<file path="src/rtl/core/cs2s_pkg.sv">
// Shared constants, payload types and register codes for the cos-2s spreading block.
package cs2s_pkg;

  localparam int ANGLE_BITS_DEF    = 16;
  localparam int OUT_FRAC_BITS_DEF = 20;

  localparam logic [15:0] SPREAD_RST = 16'd256;
  localparam longint     NORM_RST   = 333772;

  // Q30 fixed point, 1.0 needs 31 bits
  localparam logic [30:0] ONE_Q = 31'h4000_0000;

  // Taylor coefficients of cos(pi/2 * u) in powers of u^2, Q30
  localparam logic [30:0] CK1 = 31'd1324675879;
  localparam logic [30:0] CK2 = 31'd272375560;
  localparam logic [30:0] CK3 = 31'd22401991;
  localparam logic [30:0] CK4 = 31'd987048;
  localparam logic [30:0] CK5 = 31'd27061;

  localparam logic [29:0] LN2_Q30 = 30'd744261118;

  typedef enum logic [1:0] {
    CFG_SPREAD = 2'd0,
    CFG_NORM   = 2'd1,
    CFG_MEAN   = 2'd2
  } cfg_idx_t;

  // polynomial chain payload
  typedef struct packed {
    logic [30:0] t;
    logic [30:0] u2;
    logic        bz;
  } poly_t;

  // log2 chain payload
  typedef struct packed {
    logic [30:0] m;
    logic [4:0]  n;
    logic [29:0] frac;
    logic        bz;
  } log_t;

  // exp chain payload
  typedef struct packed {
    logic [30:0] t;
    logic [29:0] x;
    logic [4:0]  k;
    logic        kbig;
    logic        bz;
  } expo_t;

endpackage

</file>
<file path="src/rtl/core/cs2s_horner_cell.sv">
// One Horner step of the cosine polynomial: t <= COEF - t*u2.
module cs2s_horner_cell import cs2s_pkg::*; #(
  parameter logic [30:0] COEF = CK4
) (
  input  logic  clk,
  input  logic  rst_n,
  input  logic  up_valid,
  output logic  up_ready,
  input  poly_t up_data,
  output logic  dn_valid,
  input  logic  dn_ready,
  output poly_t dn_data
);
  logic        v_r;
  logic        en;
  logic [61:0] prod;
  poly_t       data_r;
  poly_t       data_nxt;

  assign en       = !v_r || dn_ready;
  assign up_ready = en;
  assign dn_valid = v_r;
  assign dn_data  = data_r;

  always_comb begin
    prod       = up_data.t * up_data.u2;
    data_nxt   = up_data;
    data_nxt.t = 31'(32'(COEF) - prod[61:30]);
  end

  always_ff @(posedge clk) begin
    if (!rst_n) begin
      v_r <= 1'b0;
    end else if (en) begin
      v_r <= up_valid;
    end
  end

  always_ff @(posedge clk) begin
    if (en && up_valid) begin
      data_r <= data_nxt;
    end
  end
endmodule

</file>
<file path="config.mk">
export PLATFORM = sky130hd
export DESIGN_NAME = cs2s_horner_cell
export DESIGN_NICKNAME = d
export VERILOG_FILES = /design/src/rtl/core/cs2s_pkg.sv /design/src/rtl/core/cs2s_horner_cell.sv
export SDC_FILE = /design/constraint.sdc
export NUM_CORES = 2
export LEC_CHECK = 0
export BUFFER_PORTS_ARGS = -buffer_cell sky130_fd_sc_hd__buf_2
export CORE_MARGIN = 3
export CORE_UTILIZATION = 60
export CTS_CLUSTER_DIAMETER = 60
export CTS_CLUSTER_SIZE = 24
export DETAILED_ROUTE_END_ITERATION = 6
export PLACE_DENSITY = 0.78
export SYNTH_ARGS = -nofsm -noshare
export SYNTH_HDL_FRONTEND = slang
export SYNTH_SLANG_ARGS = --single-unit
export TNS_END_PERCENT = 20
</file>
<file path="constraint.sdc">
create_clock -name clk -period 18.6 [get_ports clk]
set_clock_uncertainty 0.1 [all_clocks]
set_input_delay 0.93 -clock clk [delete_from_list [all_inputs] [get_ports clk]]
set_output_delay 0.93 -clock clk [all_outputs]
set_load 0.05 [all_outputs]
</file>
==> flow_summary.toml <==
[outcome]
outcome = "complete, no violations"

[floorplan]
die_height_um = 242
die_w_um = 242
placeableCoreArea_um2 = 55200
initial_core_util_pct = 60.8
pin_count = 132
rows = 86
fp.dieArea_um2 = 58800

[clock_network]
cts-htree-levels = 3
cts-root-buf = "clkbuf_16"
cts_buffer_depth = 2
cts_resized = 0
postCtsSetupBuffers = 0
cts_buffers = 9
clkLatencyLatePin_ps = 380
clkTransAtPathRegs_ps = 70
cts_hold_buf = 0
cts_tree = "built"
cts_sinks = 64

[detailed_routing]
wire_per_inst_um = 19.1
remaining_drc_errors = 0
routed_wirelength_mm = 82.6
dr.pass1.iters = 5
vias = 24500
antenna_left = 0
viasPerCell = 5.67
initialDrtViolationCount = 1766

[global_routing]
antenna_found_initial = 2
grt_max_degree = 64
grtUsageTotal_pct = 29.9
overflow = 0
grt_pass1_vias = 27300
grt_pass1_wl_mm = 140

[worst_setup_path]
critPathSlowestCell = "fa_1"
cp-start-kind = "primary input"
cpPeakStageDelay_ps = 570
crit_type = "in -> reg"
path_common_cell = "fa_1"
critPathArrivalTime_ps = 9500
end_kind = "register"
worst-path-stages = 28
r2r-start = "dn_valid$_SDFFE_PN0N_"
critPathLaunch = "up_data[52]"
rr_worst_depth = 2
critPathTopFamily = "adder cells"
required_ps = 18630
crit_path_max_fanout = 31
path_buf_inv = 6

[timing]
maxSlewHeadroom_pct = 33.3
tightest_slew_ps = 1000
setup-violations-final = 0
rsz0062_at_grt = "false"
fin_crit_sh_pct = 50.9
final_hold_viol_count = 0
tns_ps = 0
final_max_slew_viol_count = 0
fin_crit_ps = 9470
max_freq_ghz = 0.106

[synthesis]
yosysUniqueCellTypes = 89
ys_seq_elements = 64
synthFlopType = "edfxtp_1"
seq_area_frac_synth_pct = 5.70
avgSynthCellArea_um2 = 9.25
yosysWarnings = 0
synth_nets = 4777
synthCells = 3628
synth-edff-count = 63
async_flop_share_pct = 0
synth_area_um2 = 33500

[cells_and_area]
fin_nets = 4716
fill_cells = 4586
antenna_cells = 0
syn2layout_area_growth_pct = 3.41
drive_above_1_share_pct = 5.26

[job]
cap_violations = 0

[hold_path]
hold_path_depth = 2
hold_start = "dn_valid$_SDFFE_PN0N_"
hp-class = "reg -> reg"

[placed_design]
place_hpwl_mm = 65.8
numPortBuffers = 131
gp_congestion = 1.00
[area by class of cell]
cell class	count	area (um^2)	share of cell area, %
multi-input cells	2570	27900	80.4
clock buffers	9	225	0.649
repair buffers	133	671	1.93
flip-flops and latches	64	1910	5.51
clock inverters	7	103	0.296
well taps	748	936	2.70
inverters	789	2960	8.54
[cell usage in the layout (no fill, tap or decap), drive strengths merged, types with 4 or more instances in the layout]
master / instances
a211oi: 9
a21o: 25
a21oi: 60
a221o: 4
a31o: 5
a31oi: 6
and2: 432
and3: 7
and4: 7
buf: 133
clkbuf: 9
edfxtp: 63
fa: 835
ha: 247
inv: 792
nand2: 615
nand2b: 7
nand3: 18
nand4: 24
nor2: 49
nor3: 18
nor4: 6
o211ai: 12
o21a: 8
o21ai: 48
o21bai: 6
o31ai: 6
or3: 7
xnor2: 29
xor2: 23
[final timing paths]
path	to	slack (ps)
max	dn_data[62]$_DFFE_PP_	9130
min	dn_valid$_SDFFE_PN0N_	440
max reg2reg	dn_data[29]$_DFFE_PP_	16820
min reg2reg	dn_valid$_SDFFE_PN0N_	440
[cells in the mapped netlist (6+ instances only)]
library cell  count  area [um^2]
inv_1           789         2960
or3_1             6         37.5
o211ai_1         10         75.1
xnor2_1          29          254
fa_1            835        16700
o21ai_1           9         45.0
o21bai_1          6         45.0
and3_1            7         43.8
buf_2             9         45.0
edfxtp_1         63         1890
a21oi_1          57          285
nand2_1         615         2310
o21ai_0          37          185
ha_1            247         3090
nand3_1          16         80.1
a21o_1           25          188
nor3_1           17         85.1
nand2b_1          7         43.8
nor2_1           48          180
nand4_1          22          138
a211oi_1          7         52.6
o21a_1            8         60.1
and4_1            6         52.6
xor2_1           22          193
clkbuf_1        194          728
and2_1          432         2700
[tightest hold or removal path: stages, from the launching register on]
cell      delay [ps]
dfxtp_1          310
nand2b_1          90
a21boi_0          90
[metal layers]
metal	vias up	wire (um)	GRT usage, %
met2	1065	42100	51.5
met1	12600	31000	37.7
met4	4	3740	13.3
li1	10600	-	-
met3	262	5830	4.35
met5	-	30	0
[through the flow]
stage                     hold WS (ps)  util (%)  worst slack [ps]  instances  instance area [um^2]
after detailed placement           440      62.3              8860       4304                 34400
after global placement             420      62.3              8960       4304                 34400
after CTS                          451      62.8              9230       4320                 34700
after global routing               488      62.8              8700       4320                 34700
final                              442      62.8              9130       4320                 34700
after floorplan                    929         -              9890       3628                 33500
[cell families (layout without fill, tap and decap cells)]
kind of cell	after synthesis	after routing	share of synthesized area (%)
multiplexers	5	5	0.157
AND/OR/NAND/NOR	1205	1205	17.7
XOR/XNOR	52	52	1.38
adder cells (fa/ha/maj)	1082	1082	59.0
flip-flops	64	64	5.70
buffers and inverters	994	938	11.2
AO/OA/AOI/OAI	226	226	4.80
[sequential cells by signal (all words and copies together), names as in the netlist]
| name | count |
|---|---|
| dn_data | 63 |
| dn_valid | 1 |
Power is left out: the tool's default activity adds up to more than one toggle a clock period on the data nets, which glitch-free logic cannot reach.
