$ cat src/rtl/core/cs2s_pkg.sv
// Shared constants, payload types and register codes for the cos-2s spreading block.
package cs2s_pkg;

  localparam int ANGLE_BITS_DEF    = 16;
  localparam int OUT_FRAC_BITS_DEF = 20;

  localparam logic [15:0] SPREAD_RST = 16'd256;
  localparam longint     NORM_RST   = 333772;

  // Q30 fixed point, 1.0 needs 31 bits
  localparam logic [30:0] ONE_Q = 31'h4000_0000;

  // Taylor coefficients of cos(pi/2 * u) in powers of u^2, Q30
  localparam logic [30:0] CK1 = 31'd1324675879;
  localparam logic [30:0] CK2 = 31'd272375560;
  localparam logic [30:0] CK3 = 31'd22401991;
  localparam logic [30:0] CK4 = 31'd987048;
  localparam logic [30:0] CK5 = 31'd27061;

  localparam logic [29:0] LN2_Q30 = 30'd744261118;

  typedef enum logic [1:0] {
    CFG_SPREAD = 2'd0,
    CFG_NORM   = 2'd1,
    CFG_MEAN   = 2'd2
  } cfg_idx_t;

  // polynomial chain payload
  typedef struct packed {
    logic [30:0] t;
    logic [30:0] u2;
    logic        bz;
  } poly_t;

  // log2 chain payload
  typedef struct packed {
    logic [30:0] m;
    logic [4:0]  n;
    logic [29:0] frac;
    logic        bz;
  } log_t;

  // exp chain payload
  typedef struct packed {
    logic [30:0] t;
    logic [29:0] x;
    logic [4:0]  k;
    logic        kbig;
    logic        bz;
  } expo_t;

endpackage

$ cat src/rtl/core/cs2s_sq_cell.sv
// One fraction bit of log2: square the mantissa and renormalize.
module cs2s_sq_cell import cs2s_pkg::*; (
  input  logic clk,
  input  logic rst_n,
  input  logic up_valid,
  output logic up_ready,
  input  log_t up_data,
  output logic dn_valid,
  input  logic dn_ready,
  output log_t dn_data
);
  logic        v_r;
  logic        en;
  logic [61:0] prod;
  logic [31:0] m2;
  log_t        data_r;
  log_t        data_nxt;

  assign en       = !v_r || dn_ready;
  assign up_ready = en;
  assign dn_valid = v_r;
  assign dn_data  = data_r;

  always_comb begin
    prod          = up_data.m * up_data.m;
    m2            = prod[61:30];
    data_nxt      = up_data;
    data_nxt.m    = m2[31] ? m2[31:1] : m2[30:0];
    data_nxt.frac = {up_data.frac[28:0], m2[31]};
  end

  always_ff @(posedge clk) begin
    if (!rst_n) begin
      v_r <= 1'b0;
    end else if (en) begin
      v_r <= up_valid;
    end
  end

  always_ff @(posedge clk) begin
    if (en && up_valid) begin
      data_r <= data_nxt;
    end
  end
endmodule

$ cat config.mk
export PLATFORM = sky130hd
export DESIGN_NAME = cs2s_sq_cell
export DESIGN_NICKNAME = d
export VERILOG_FILES = /design/src/rtl/core/cs2s_pkg.sv /design/src/rtl/core/cs2s_sq_cell.sv
export SDC_FILE = /design/constraint.sdc
export NUM_CORES = 2
export LEC_CHECK = 0
export BUFFER_PORTS_ARGS = -buffer_cell sky130_fd_sc_hd__buf_4
export CAP_MARGIN = 25
export CORE_ASPECT_RATIO = 1.75
export CORE_UTILIZATION = 35
export CTS_CLUSTER_SIZE = 12
export DETAILED_ROUTE_END_ITERATION = 10
export GPL_TIMING_DRIVEN = 0
export PLACE_DENSITY_LB_ADDON = 0.25
export SYNTH_ARGS = -nofsm -noshare
export SYNTH_HDL_FRONTEND = slang
export SYNTH_SLANG_ARGS = --single-unit
$ cat constraint.sdc
create_clock -name clk -period 8.22 [get_ports clk]
set_input_delay 0.411 -clock clk [delete_from_list [all_inputs] [get_ports clk]]
set_output_delay 0.411 -clock clk [all_outputs]
set_load 0.01 [all_outputs]
==> flow_metrics.py <==
metrics = {
    "routing": {
        "drc": 0,
        "routed-via-count": 21630,
        "drtIter0Drc": 927,
        "drt_pass1_iterations": 5,
        "postRouteWirelength_um": 103700,
        "via_per_inst": 5.065,
        "wl_per_cell_um": 24.27,
        "ant_nets": 0,
    },
    "job": {
        "cap_violations": 0,
    },
    "finish": {
        "post-route-util_pct": 39.72,
        "seqCellArea_um2": 2032,
        "drive_above_1_share_pct": 10.93,
        "fillers": 8519,
        "syn_to_final_growth_pct": 12.25,
        "multi_input_area_um2": 23920,
        "fin_cells": 4271,
        "final_nets": 4284,
    },
    "clock_tree": {
        "cts_num_sinks": 68,
        "cts.path.max_buffers": 2,
        "clock_latency_ns": 0.34,
        "cts_tree": "done",
        "cts_root_buf": "clkbuf_16",
        "clk_transition_reported_paths_ns": 0.06,
        "cts_htree_levels": 3,
        "cts_buffers": 9,
    },
    "outcome": {
        "outcome": "finished, final reports clean",
    },
    "worst_setup_path": {
        "end_kind": "register",
        "r2r-start": "dn_valid",
        "r2r-end": "dn_data[32]",
        "start_kind": "input pin",
        "path_class": "in -> reg",
        "endpoint": "dn_data[64]",
        "cp_data_arrival_time_ns": 8.22,
        "crit_path_max_fanout": 10,
        "reg2regPathDepth": 2,
        "r2r_slack_ns": 6.65,
        "crit_path_start": "up_data[43]",
        "cp.required_ns": 8.30,
    },
    "timing": {
        "final.min_clock_period_ns": 8.140,
        "fmax_ghz": 0.1228,
        "setup_viol": 0,
        "worstMarginPinSlew_ns": 0.8598,
        "fin_tns_setup_ns": 0,
        "fin_crit_sh_pct": 99.03,
        "slew_viol_final": 0,
        "skew_ns": 0.008178,
        "final_hold_viol_count": 0,
        "relSlewSlack_pct": 42.68,
    },
    "logic_synthesis": {
        "ys_warn_count": 0,
        "syn_area_per_cell_um2": 9.674,
        "synth.distinct_cells": 68,
        "async_flop_share_pct": 0,
        "synth_nets": 4137,
        "syn_area_um2": 29500,
        "synth_cells": 3050,
        "synth_flop_cell": "edfxtp_1",
        "synth_commonest_cells": "920 x inv_1, 747 x fa_1, 312 x nand2_1",
        "yosysTopAreaCell": "fa_1",
        "synth.top_cell.area_share_pct": 50.68,
        "yosys.cell_count.top_type": "inv_1",
        "synth-edff-count": 67,
        "synth_seq_area_share_pct": 6.887,
        "synth-seq-cells": 68,
        "ys_top_cells_by_area": "fa_1 51%, inv_1 12%, ha_1 11%, edfxtp_1 6.8%, and2_1 4.0%",
    },
    "grt": {
        "grt_pass1_vias": 24420,
        "grt_pass1_wl_um": 151500,
        "grt_antenna_before_repair": 10,
        "grt_max_degree": 68,
        "overflow": 0,
        "track_usage_pct": 24.97,
    },
    "worst_hold_path": {
        "hp-class": "in -> reg",
    },
    "place": {
        "dp_hpwl_um": 88300,
        "dp.cells": 4249,
        "gp_congestion": 0.9877,
        "port_buffers": 131,
    },
    "floorplanning": {
        "coreArea_um2": 83380,
        "die_w_um": 221.5,
        "dieHeight_um": 386.1,
        "rows": 140,
        "initial_utilization_pct": 35.39,
        "ioPinCount": 140,
        "dieArea_um2": 85510,
    },
}
==> final cells by class <==
class	instances	share of cell area, %
Clock inverter	6	0.4156
Tap cell	1065	4.024
Clock buffer	10	0.6914
Sequential cell	68	6.135
Antenna cell	4	0.03022
Multi-Input combinational cell	1950	72.24
Timing Repair Buffer	144	3.355
Buffer	103	2.633
Inverter	921	10.48
==> registers in the layout, indices dropped and copies added, names as in the netlist <==
signal and flops:
dn_valid 1, dn_data 67
==> worst min-delay path by stage <==
stage                            from           to  depth (start not counted)
after floorplan            up_data[0]   dn_data[0]                          0
after global placement       dn_valid     dn_valid                          2
after detailed placement     dn_valid     dn_valid                          2
after CTS                 up_data[13]  dn_data[14]                          1
after global routing      up_data[13]  dn_data[14]                          1
final                     up_data[13]  dn_data[14]                          1
==> cell families after synthesis <==
group | count (synthesis) | synth area share (%)
AOI/OAI and AO/OA | 218 | 4.813
and+or+nand+nor | 630 | 10.25
muxes | 26 | 0.9457
buffers and inverters | 1032 | 13.23
DFF | 68 | 6.887
xor gates and xnor gates | 60 | 1.781
adders and majority gates | 1016 | 62.09
==> worst max-delay path, stage by stage <==
cell and delay [ns]:
buf_4 0.12, clkbuf_8 0.19, clkbuf_8 0.22, and2_1 0.19, fa_1 0.48, inv_1 0.08, fa_1 0.51, fa_1 0.56
fa_1 0.52, inv_1 0.05, fa_1 0.55, fa_2 0.57, fa_2 0.46, fa_2 0.71, ha_2 0.38, a21oi_4 0.19
o21ai_0 0.14, a31oi_2 0.26, o21ai_0 0.19, o221ai_4 0.26, or3_1 0.18, o211ai_1 0.19, a221oi_2 0.37, buf_4 0.17
xor2_1 0.14, mux2i_1 0.10
==> timing repair <==
item | CTS | global route
hold buffers | 0 | 0
gates cloned | 0 | 0
hold endpoints to repair | 0 | 0
endpoints found under the setup margin | 32 | 27
buffers inserted | 2 | 8
resized for setup | 206 | 100
pin swaps | 9 | 13
==> per-stage QoR <==
step	hold slack, ns	cell area (µm²)	setup slack [ns]
CTS	0.2269	32800	0.0006954
global placement	0.5345	31820	-2.079
floorplan	0.5099	29500	0.4546
detailed placement	0.5509	31870	-2.087
finish	0.2415	33120	0.07966
global route	0.2325	33110	-0.01267
==> layer usage <==
metal | GRT usage (%) | wire length, µm | vias to the layer above | part of all wire (%)
met5 | 0 | 23 | - | 0.022
li1 | - | - | 9216 | -
met3 | 3.118 | 4936 | 383 | 4.8
met2 | 47.19 | 55600 | 834 | 54
met4 | 23.96 | 12370 | 4 | 12
met1 | 23.00 | 30720 | 11200 | 30
==> placed cells by master, fill, tap and decap left out, types with 11 or more instances in the layout <==
cell type  count
buf_8         12
a21o_1        15
buf_2         14
fa_1         725
o21ai_1       12
and2_1       186
edfxtp_1      67
nand4_1       11
ha_1         259
inv_1        915
clkbuf_16     12
buf_4        150
a21oi_1       65
xor2_1        25
o21ai_0       35
fa_2          22
clkbuf_4      24
clkbuf_2      16
and3_1        14
nor2_1        49
xnor2_1       35
nand2_1      311
mux2i_1       14
clkbuf_1      11
nand3_1       11
Power is not shown: default switching activity piles up to over one toggle a cycle in this logic, so the estimate is an artifact.
