$ cat src/rtl/core/cs2s_pkg.sv
// Shared constants, payload types and register codes for the cos-2s spreading block.
package cs2s_pkg;

  localparam int ANGLE_BITS_DEF    = 16;
  localparam int OUT_FRAC_BITS_DEF = 20;

  localparam logic [15:0] SPREAD_RST = 16'd256;
  localparam longint     NORM_RST   = 333772;

  // Q30 fixed point, 1.0 needs 31 bits
  localparam logic [30:0] ONE_Q = 31'h4000_0000;

  // Taylor coefficients of cos(pi/2 * u) in powers of u^2, Q30
  localparam logic [30:0] CK1 = 31'd1324675879;
  localparam logic [30:0] CK2 = 31'd272375560;
  localparam logic [30:0] CK3 = 31'd22401991;
  localparam logic [30:0] CK4 = 31'd987048;
  localparam logic [30:0] CK5 = 31'd27061;

  localparam logic [29:0] LN2_Q30 = 30'd744261118;

  typedef enum logic [1:0] {
    CFG_SPREAD = 2'd0,
    CFG_NORM   = 2'd1,
    CFG_MEAN   = 2'd2
  } cfg_idx_t;

  // polynomial chain payload
  typedef struct packed {
    logic [30:0] t;
    logic [30:0] u2;
    logic        bz;
  } poly_t;

  // log2 chain payload
  typedef struct packed {
    logic [30:0] m;
    logic [4:0]  n;
    logic [29:0] frac;
    logic        bz;
  } log_t;

  // exp chain payload
  typedef struct packed {
    logic [30:0] t;
    logic [29:0] x;
    logic [4:0]  k;
    logic        kbig;
    logic        bz;
  } expo_t;

endpackage

$ cat src/rtl/core/cs2s_norm_cell.sv
// One normalize step: shift the mantissa left by SH when its top SH bits are clear.
module cs2s_norm_cell import cs2s_pkg::*; #(
  parameter int SH = 16
) (
  input  logic clk,
  input  logic rst_n,
  input  logic up_valid,
  output logic up_ready,
  input  log_t up_data,
  output logic dn_valid,
  input  logic dn_ready,
  output log_t dn_data
);
  logic v_r;
  logic en;
  log_t data_r;
  log_t data_nxt;

  assign en       = !v_r || dn_ready;
  assign up_ready = en;
  assign dn_valid = v_r;
  assign dn_data  = data_r;

  always_comb begin
    data_nxt = up_data;
    if (up_data.m[30 -: SH] == '0) begin
      data_nxt.m = up_data.m << SH;
      data_nxt.n = up_data.n + 5'(SH);
    end
  end

  always_ff @(posedge clk) begin
    if (!rst_n) begin
      v_r <= 1'b0;
    end else if (en) begin
      v_r <= up_valid;
    end
  end

  always_ff @(posedge clk) begin
    if (en && up_valid) begin
      data_r <= data_nxt;
    end
  end
endmodule

$ cat config.mk
export PLATFORM = sky130hd
export DESIGN_NAME = cs2s_norm_cell
export DESIGN_NICKNAME = d
export VERILOG_FILES = /design/src/rtl/core/cs2s_pkg.sv /design/src/rtl/core/cs2s_norm_cell.sv
export SDC_FILE = /design/constraint.sdc
export NUM_CORES = 1
export LEC_CHECK = 0
export BUFFER_PORTS_ARGS = -buffer_cell sky130_fd_sc_hd__buf_4
export CAP_MARGIN = 20
export CORE_UTILIZATION = 46
export DETAILED_ROUTE_END_ITERATION = 8
export GPL_ROUTABILITY_DRIVEN = 0
export PLACE_DENSITY_LB_ADDON = 0.2
export SYNTH_ARGS = -nofsm -noshare
export SYNTH_HDL_FRONTEND = slang
export SYNTH_SLANG_ARGS = --single-unit
$ cat constraint.sdc
create_clock -name clk -period 7 [get_ports clk]
set_input_delay 1.4 -clock clk [delete_from_list [all_inputs] [get_ports clk]]
set_output_delay 1.4 -clock clk [all_outputs]
set_load 0.01 [all_outputs]
==> metrics.md <==
| Metric | Value |
|---|---|
| Syn_nets | `~180` |
| Maximum root-to-sink buffer count | `2` |
| CP max stage cell | `nand2b_1` |
| Worst Skew | `approximately 5.5 ps` |
| Pre-CTS setup slack | `between 3000 and 4000 ps` |
| Most common cell after layout, fill and taps aside | `buf_4` |
| Critical Path Fanout Max | `3` |
| Synth Area per Inst | `20.9 um2` |
| Min cycle time layout | `3200 ps` |
| FF-to-FF End | `dn_data[42]$_SDFFCE_PN0P_` |
| Resized cells post-CTS | `0` |
| Most frequent cells in the layout | `buf_4, edfxtp_1, a21o_1` |
| Routed WL | `approximately 5 mm` |
| Flops & latches, synth | `slightly below 70` |
| Rel. slew slack | `44.3%` |
| Synth-to-layout area growth | `54.0%` |
| DIE WIDTH | `73.7 um` |
| Core Rows | `25` |
| Hold WS | `around 540 ps` |
| Worst reg2reg startpoint | `dn_valid$_SDFFE_PN0P_` |
| Pin count of the biggest net entering global routing | `68` |
| CP arrival | `~1800 ps` |
| Antenna Nets Post-Route | `0` |
| Switching share of power | `between 20% and 30%` |
| Cell Chain, Critical Path | `buf_4 -> nand2b_1 -> buf_4` |
| Final setup viols | `0` |
| Max cap viols | `0` |
| Status | `finished, final reports clean` |
| Crit path launch | `dn_ready` |
| Clock power share | `approximately a third` |
| Top Ports | `140` |
| Int Power | `~0.00069 W` |
| Area leader, netlist | `edfxtp_1` |
| Worst-Margin Slew | `835 ps` |
| IO Port Bufs | `139` |
| Distinct cells, synth | `16` |
| Diode count | `0` |
| Cts hold-fix bufs | `0` |
| Worst setup path endpoint | `up_ready` |
| DR vias/cell | `~4.7` |
| Post-route DRC violation count | `0` |
| Pleak | `1.59 nW` |
| Worst setup path category | `in2out` |
| Stages on worst setup path | `3` |
| Final WS setup | `between 3000 and 4000 ps` |
| Comb pwr share | `~11%` |
| Yosys warnings | `0` |
| Worst path required time | `between 5000 and 6000 ps` |
| Hold Crit Class | `reg2reg` |
| CP max stage delay | `150 ps` |
| CP top delay family | `buffers and inverters` |
| Power per Cell Area | `roughly 240 nW/um2` |
| Slew Limit Fails | `0` |
| Clk_lat worst skew | `between 300 and 400 ps` |
| Crit path launch type | `input pin` |
| # clock sinks | `68` |
| Final cycle utilization of the critical path | `a little under half` |
| Grt total ovfl | `0` |
| Initial core utilization | `around half` |
| Setup_tns | `0 ps` |
| FF-to-FF setup slack | `around 5400 ps` |
| Synth top area share | `between 80 and 90%` |
| CTS tree | `built` |
| Final Hold Fails | `0` |
| Clk slew on worst S/H paths | `70 ps` |
| Gate Count Post-Synth | `~110` |
| Vias in the first global route | `around 1500` |
| First-pass GRT wire length | `a little over 7 mm` |
| Die span in y | `73.7 um` |
| Final nets | `~330` |
| GRT Total Usage | `18.7%` |
| Fmax | `between 300 and 400 MHz` |
| RSZ-0062 raised after global routing | `no` |
| Layout cells sized above 1 | `between 60 and 70%` |
| CP dominant cell by count | `buf_4` |
| Total die area | `approximately 5400 um2` |
| CP Capture Type | `output port` |
| Via count | `~1600` |
| Register share of total power | `a little over half` |
| Core area | `4850 um2` |
| Initial antenna violation count | `0` |
| Cells on worst reg2reg path | `3` |
| H-tree lvl count | `3` |
| TritonCTS Buffers | `9` |
| Pre-antenna DRT Iters | `4` |
| Post-CTS setup buffers | `0` |
| CP Buf/Inv Count | `2` |
| Root buffer cell | `clkbuf_8` |
| Worst VDD drop | `around 0.00014 V` |
| Net Switching | `around 0.00019 W` |
| Initial DRC Count | `34` |
| Synth top area cells | `edfxtp_1, a21o_1, and2_1` |
| Register area share after synthesis | `between 80% and 90%` |
| Netlist Area Pre-Place | `~2400 um2` |
| Post-DR wirelength/cell | `around 15 um` |
==> metal layers <==
layer / vias to the layer above / part of all wire (%) / GRT usage, %
li1: 728 / - / -
met1: 725 / 38 / 21.0
met2: 89 / 51 / 31.8
met3: 8 / 9.6 / 6.58
met4: 0 / 1.5 / 8.97
met5: - / 0 / 0
==> worst register-to-register path, delay by kind of cell (launching register included) <==
kind	cells	cell delay, ps
and+or+nand+nor	2	230
DFF	1	310
buffers and inverters	1	640
==> layout make-up <==
class | instances | area (um2)
clock inverter | 6 | 55.1
fill | 333 | 1210
clock buffer | 10 | 128
multi-input combinational | 40 | 289
sequential | 68 | 2030
tap | 67 | 83.8
inverter | 1 | 3.75
timing repair buffer | 140 | 1050
==> state kept, by name, indices dropped and copies added, names as in the netlist <==
signal    flops
dn_valid      1
dn_data      67
==> cell usage after synthesis <==
library cell  number
and2_4             2
nand2b_1           1
a21boi_0           1
xnor2_1            1
clkbuf_1           1
and2_1             8
nand4_1            1
a21o_1            15
inv_1              1
dfxtp_1            1
and4_1             1
buf_8              1
edfxtp_1          67
and2_2             6
nor4_1             4
buf_6              2
==> per-stage QoR <==
stage          area [um2]  util [%]  power (W)  instances
2_1_floorplan        2360         -   0.000520        113
3_3_place_gp         3460      71.4   0.000587        316
3_5_place_dp         3460      71.4   0.000590        316
4_1_cts              3640      75.1   0.000889        332
5_1_grt              3640      75.1   0.000909        332
6_report             3640      75.1   0.000880        332
==> cells by family after synthesis <==
logic type	share of synthesized area (%)
AO/OA/AOI/OAI	5.08
XOR/XNOR	0.370
buffers and inverters	1.90
flip-flops	85.9
AND/OR/NAND/NOR	6.72
==> how the worst min path moves through the flow <==
| stage | start | to | slack [ps] | cells past startpoint |
|---|---|---|---|---|
| floorplan | dn_valid$_SDFFE_PN0P_ | dn_valid$_SDFFE_PN0P_ | 610 | 2 |
| global placement | dn_valid$_SDFFE_PN0P_ | dn_valid$_SDFFE_PN0P_ | 530 | 2 |
| detailed placement | dn_valid$_SDFFE_PN0P_ | dn_valid$_SDFFE_PN0P_ | 530 | 2 |
| CTS | dn_valid$_SDFFE_PN0P_ | dn_valid$_SDFFE_PN0P_ | 540 | 2 |
| global route | dn_valid$_SDFFE_PN0P_ | dn_valid$_SDFFE_PN0P_ | 580 | 2 |
| finish | dn_valid$_SDFFE_PN0P_ | dn_valid$_SDFFE_PN0P_ | 540 | 2 |
==> power groups by stage <==
stage                     Combinational, W  Sequential (W)  Clock, W
after floorplan                  0.0000153        0.000505         0
final                            0.0000978        0.000482  0.000301
after CTS                        0.0000990        0.000482  0.000308
after global routing              0.000105        0.000484  0.000320
after detailed placement         0.0000989        0.000491         0
after global placement           0.0000971        0.000490         0
(Power assumes the default switching activity.)
