`config.mk`:
```
export PLATFORM = sky130hd
export DESIGN_NAME = cs2s_exp_cell
export DESIGN_NICKNAME = d
export VERILOG_FILES = /design/src/rtl/core/cs2s_pkg.sv /design/src/rtl/core/cs2s_exp_cell.sv
export SDC_FILE = /design/constraint.sdc
export NUM_CORES = 2
export LEC_CHECK = 0
export ABC_AREA = 1
export BUFFER_PORTS_ARGS = -buffer_cell sky130_fd_sc_hd__buf_2
export CORE_UTILIZATION = 45
export CTS_CLUSTER_DIAMETER = 200
export DETAILED_ROUTE_END_ITERATION = 7
export GPL_ROUTABILITY_DRIVEN = 0
export GPL_TIMING_DRIVEN = 0
export PLACE_DENSITY_LB_ADDON = 0.05
export SLEW_MARGIN = 20
export SYNTH_ARGS = -nofsm -noshare
export SYNTH_HDL_FRONTEND = slang
export SYNTH_SLANG_ARGS = --single-unit
```
`constraint.sdc`:
```
create_clock -name clk -period 10.8 [get_ports clk]
set_input_delay 3.24 -clock clk [delete_from_list [all_inputs] [get_ports clk]]
set_output_delay 3.24 -clock clk [all_outputs]
set_load 0.01 [all_outputs]
```
`src/rtl/core/cs2s_pkg.sv`:
```
// Shared constants, payload types and register codes for the cos-2s spreading block.
package cs2s_pkg;

  localparam int ANGLE_BITS_DEF    = 16;
  localparam int OUT_FRAC_BITS_DEF = 20;

  localparam logic [15:0] SPREAD_RST = 16'd256;
  localparam longint     NORM_RST   = 333772;

  // Q30 fixed point, 1.0 needs 31 bits
  localparam logic [30:0] ONE_Q = 31'h4000_0000;

  // Taylor coefficients of cos(pi/2 * u) in powers of u^2, Q30
  localparam logic [30:0] CK1 = 31'd1324675879;
  localparam logic [30:0] CK2 = 31'd272375560;
  localparam logic [30:0] CK3 = 31'd22401991;
  localparam logic [30:0] CK4 = 31'd987048;
  localparam logic [30:0] CK5 = 31'd27061;

  localparam logic [29:0] LN2_Q30 = 30'd744261118;

  typedef enum logic [1:0] {
    CFG_SPREAD = 2'd0,
    CFG_NORM   = 2'd1,
    CFG_MEAN   = 2'd2
  } cfg_idx_t;

  // polynomial chain payload
  typedef struct packed {
    logic [30:0] t;
    logic [30:0] u2;
    logic        bz;
  } poly_t;

  // log2 chain payload
  typedef struct packed {
    logic [30:0] m;
    logic [4:0]  n;
    logic [29:0] frac;
    logic        bz;
  } log_t;

  // exp chain payload
  typedef struct packed {
    logic [30:0] t;
    logic [29:0] x;
    logic [4:0]  k;
    logic        kbig;
    logic        bz;
  } expo_t;

endpackage

```
`src/rtl/core/cs2s_exp_cell.sv`:
```
// One nested Taylor step of e^-x: t <= 1 - floor(x*t / J), three register stages.
module cs2s_exp_cell import cs2s_pkg::*; #(
  parameter int J = 9
) (
  input  logic  clk,
  input  logic  rst_n,
  input  logic  up_valid,
  output logic  up_ready,
  input  expo_t up_data,
  output logic  dn_valid,
  input  logic  dn_ready,
  output expo_t dn_data
);
  localparam logic [32:0] RECIP = 33'((64'd1 << 32) / J);

  logic        v1_r, v2_r, v3_r;
  logic        en1, en2, en3;
  expo_t       pl1_r, pl2_r, pl3_r;
  logic [29:0] p1_r, p2_r, q2_r;
  logic [60:0] xt;
  logic [62:0] qm;
  logic [33:0] qj;
  logic [33:0] rem;
  logic [29:0] q;
  expo_t       pl3_nxt;

  assign en3      = !v3_r || dn_ready;
  assign en2      = !v2_r || en3;
  assign en1      = !v1_r || en2;
  assign up_ready = en1;
  assign dn_valid = v3_r;
  assign dn_data  = pl3_r;

  always_comb begin
    xt         = up_data.x * up_data.t;
    qm         = p1_r * RECIP;
    // quotient estimate is exact or one short; fix with one compare
    qj         = q2_r * 4'(J);
    rem        = {4'b0, p2_r} - qj;
    q          = q2_r + 30'(rem >= 34'(J));
    pl3_nxt    = pl2_r;
    pl3_nxt.t  = ONE_Q - {1'b0, q};
  end

  always_ff @(posedge clk) begin
    if (!rst_n) begin
      v1_r <= 1'b0;
      v2_r <= 1'b0;
      v3_r <= 1'b0;
    end else begin
      if (en1) v1_r <= up_valid;
      if (en2) v2_r <= v1_r;
      if (en3) v3_r <= v2_r;
    end
  end

  always_ff @(posedge clk) begin
    if (en1 && up_valid) begin
      pl1_r <= up_data;
      p1_r  <= xt[59:30];
    end
    if (en2 && v1_r) begin
      pl2_r <= pl1_r;
      p2_r  <= p1_r;
      q2_r  <= qm[61:32];
    end
    if (en3 && v2_r) begin
      pl3_r <= pl3_nxt;
    end
  end
endmodule

```
==> results.md <==
* DR pass1 iterations at 8
* DRC Markers at 0
* Final number of hold-violating endpoints at 0
* Tcrit/Tclk final at a little over nine tenths
* Hold Path Stages at 0
* Setup Viol. Count Final at 0
* Register bit total from synthesis at 232
* Cells along the critical path: buf_2 > clkdlybuf4s15_1 > nand2_1 > fa_1 > inv_1 > fa_1 > inv_1 > fa_1 > inv_1 > fa_1 > fa_1 > fa_1 > fa_1 > inv_1 > fa_1 > inv_1 > ha_1 > a21oi_1 > o21ai_0 > a21oi_1 > o21ai_0 > a21oi_1 > o21ai_0 > xor2_1
* Worst hold endpoint: pl2_r[10]$_DFFE_PP_
* Postcts setup bufs at 0
* HP Class: reg2reg
* Clk_lat worst skew at 0.58 ns
* Crit-path max FO at 10
* CTS tree: yes
* All-Layer GR Usage at 32.0%
* Antenna violations before repair at 10
* CTS Hold Buffers Added at 0
* Crit path time final at roughly 11 ns
* Vias in the first global route at approximately 44000
* Synth unique cells at between 40 and 50
* Sequential fraction of the synthesis area at 12.9%
* Most common cell after layout, fill and taps aside: inv_1
* Reg-to-reg endpoint: q2_r[21]$_DFFE_PP_
* Hpwl dp at ~160000 um
* Hold_sp: pl1_r[10]$_DFFE_PP_
* Ports at 142
* Share of post-route cells with drive strength above 1 at ~3.2%
* Final hold slack at slightly above 0.4 ns
* Post-route ant nets at 0
* Critical path class: in2reg
* Main area contributors after synthesis: fa_1 (39%), inv_1 (14%), ha_1 (13%), edfxtp_1 (13%), nand2_1 (9.0%)
* CTS sink count at between 200 and 250
* R2R depth at 19
* CTS Root Cell: clkbuf_16
* Worst reg2reg startpoint: p1_r[4]$_DFFE_PP_
* Post-synth top area share at 39.5%
* CTS Buf Count at 25
* Setup Skew at just under 0.04 ns
* Pins Over Slew Limit at 0
* Multi-input gate area at roughly 38000 um^2
* H-tree levels at 1
* Initial core utilization at approximately 45%
* Top FF cell, synth: edfxtp_1
* Number of max-cap violations at 0
* Largest net degree at the start of global routing at 79
* Max_slew headroom at ~12%
* Least-Margin Pin Slew at between 1 and 1.5 ns
* Reg area at slightly below 7000 um^2
* Nets at 8201
* Mean Syn Cell Area at ~8.5 um^2
* Most frequent cell on the critical path: fa_1
* Post-synth EDFFs at between 200 and 250
* Ys async rst share at 0%
* Status: finished, final reports clean
* DR WL/cell at around 23 um
* Cells after synthesis at 6359
* Yosys warning count at 0
* Post-cts sizing count at 0
* RSZ-0062 raised after global routing: no
* Core area at 118000 um^2
* Vert. Die Dim at between 300 and 400 um
* Die footprint at approximately 120000 um^2
* Placed cell count at ~8000
* Type of origin of the critical path: primary input
* Clock-pin slew on the worst setup and hold paths at about 0.060 ns
* Vias at roughly 41000
* Critical Path Max Stage Delay at a little under 0.9 ns
* PortBufs at 113
* Syn nets at slightly above 8000
* Die width at approximately 350 um
* Cell row count at between 100 and 150
* Highest clock rate at roughly 0.094 GHz
* Filler cells at between 10000 and 15000
* Total grt overflow at 0
* Vias per Instance at roughly 5.1
* First-pass GRT wire length at 280000 um
* Final Non-Filler Cells at 8063
* Crit end category: flip-flop
* Clk buf depth at 3
* Crit path arrival time at about 11 ns
* CP max stage cell: clkdlybuf4s15_1
* FF-to-FF setup slack at around 3.6 ns
* Cell taking the most area after synthesis: fa_1
* Final WL at 189000 um
* DR iter-0 viols at 3317
* Synth Cell Area at about 54000 um^2
* Syn-to-layout area delta at 6.54%
* Commonest cells after routing, fill and taps aside: inv_1 (2043), nand2_1 (1284), fa_1 (1060)
* CP required at 11.08 ns
-- worst max-delay path, delay by kind of cell --
family | cells | cell delay [ns]
xor gates and xnor gates | 1 | 0.18
adders and majority gates | 9 | 4.38
and+or+nand+nor | 1 | 0.19
buffers and inverters | 7 | 1.45
AOI/OAI and AO/OA | 6 | 1.46
-- how the worst max path moves through the flow --
stage | startpoint | endpoint | slack, ns | depth (start not counted)
final | up_data[28] | p1_r[19]$_DFFE_PP_ | 0.16 | 24
after global routing | up_data[49] | p1_r[16]$_DFFE_PP_ | 0.02 | 29
after CTS | up_data[12] | p1_r[16]$_DFFE_PP_ | 0.11 | 28
after detailed placement | up_data[12] | p1_r[16]$_DFFE_PP_ | -0.45 | 28
after global placement | up_data[10] | p1_r[16]$_DFFE_PP_ | -0.52 | 30
after floorplan | up_data[49] | p1_r[16]$_DFFE_PP_ | 1.39 | 29
-- Yosys cell counts, drive strengths merged, types with 12 or more instances --
cell,instances
fa,1060
o21ai,141
edfxtp,229
nand4,25
clkbuf,179
xor2,58
o21bai,14
ha,563
a31oi,31
a21oi,238
xnor2,43
nand3,74
inv,2046
nor2,251
nor3,29
nand2,1295
o211ai,12
-- through the flow --
step	utilization [%]	worst slack (ns)	cell area [um^2]	setup TNS, ns
after floorplan	-	1.39	53800	0
after CTS	48.4	0.109	57200	0
after detailed placement	47.7	-0.449	56400	-3.41
final	48.4	0.156	57300	0
after global routing	48.4	0.0243	57300	0
after global placement	47.6	-0.524	56200	-5.94
-- layer usage --
| metal | vias up | share of wire (%) | global-route usage, % |
|---|---|---|---|
| li1 | 18800 | - | - |
| met1 | 20600 | 40 | 40.7 |
| met2 | 1664 | 46 | 52.8 |
| met3 | 418 | 7.9 | 5.59 |
| met4 | 4 | 5.7 | 15.2 |
| met5 | - | 0.013 | 0 |
-- cell families (layout without fill, tap and decap cells) --
family / count (synthesis) / in the layout / share of synthesized area [%]
compound gates: 478 / 478 / 4.89
flops: 232 / 232 / 12.9
other cells: 0 / 2 / 0
buf+inv: 2229 / 2395 / 15.6
simple gates: 1696 / 1696 / 12.4
xor+xnor: 101 / 101 / 1.65
fa+ha+maj: 1623 / 1623 / 52.6
-- layout make-up --
cell class,instances,area share [%]
Antenna cell,2,0.00874
Buffer,183,1.26
Clock buffer,29,1.14
Inverter,2046,13.4
Timing Repair Buffer,120,1.26
Clock inverter,17,0.280
Tap cell,1536,3.36
Multi-Input combinational cell,3898,67.2
Sequential cell,232,12.1
-- registers in the layout, summed over array words and instances, names as in the netlist --
| register | flops |
|---|---|
| p2_r | 30 |
| dn_data | 68 |
| pl2_r | 37 |
| v1_r | 1 |
| p1_r | 30 |
| q2_r | 27 |
| v2_r | 1 |
| dn_valid | 1 |
| pl1_r | 37 |
Power is not shown: default switching activity piles up to over one toggle a cycle in this logic, so the estimate is an artifact.
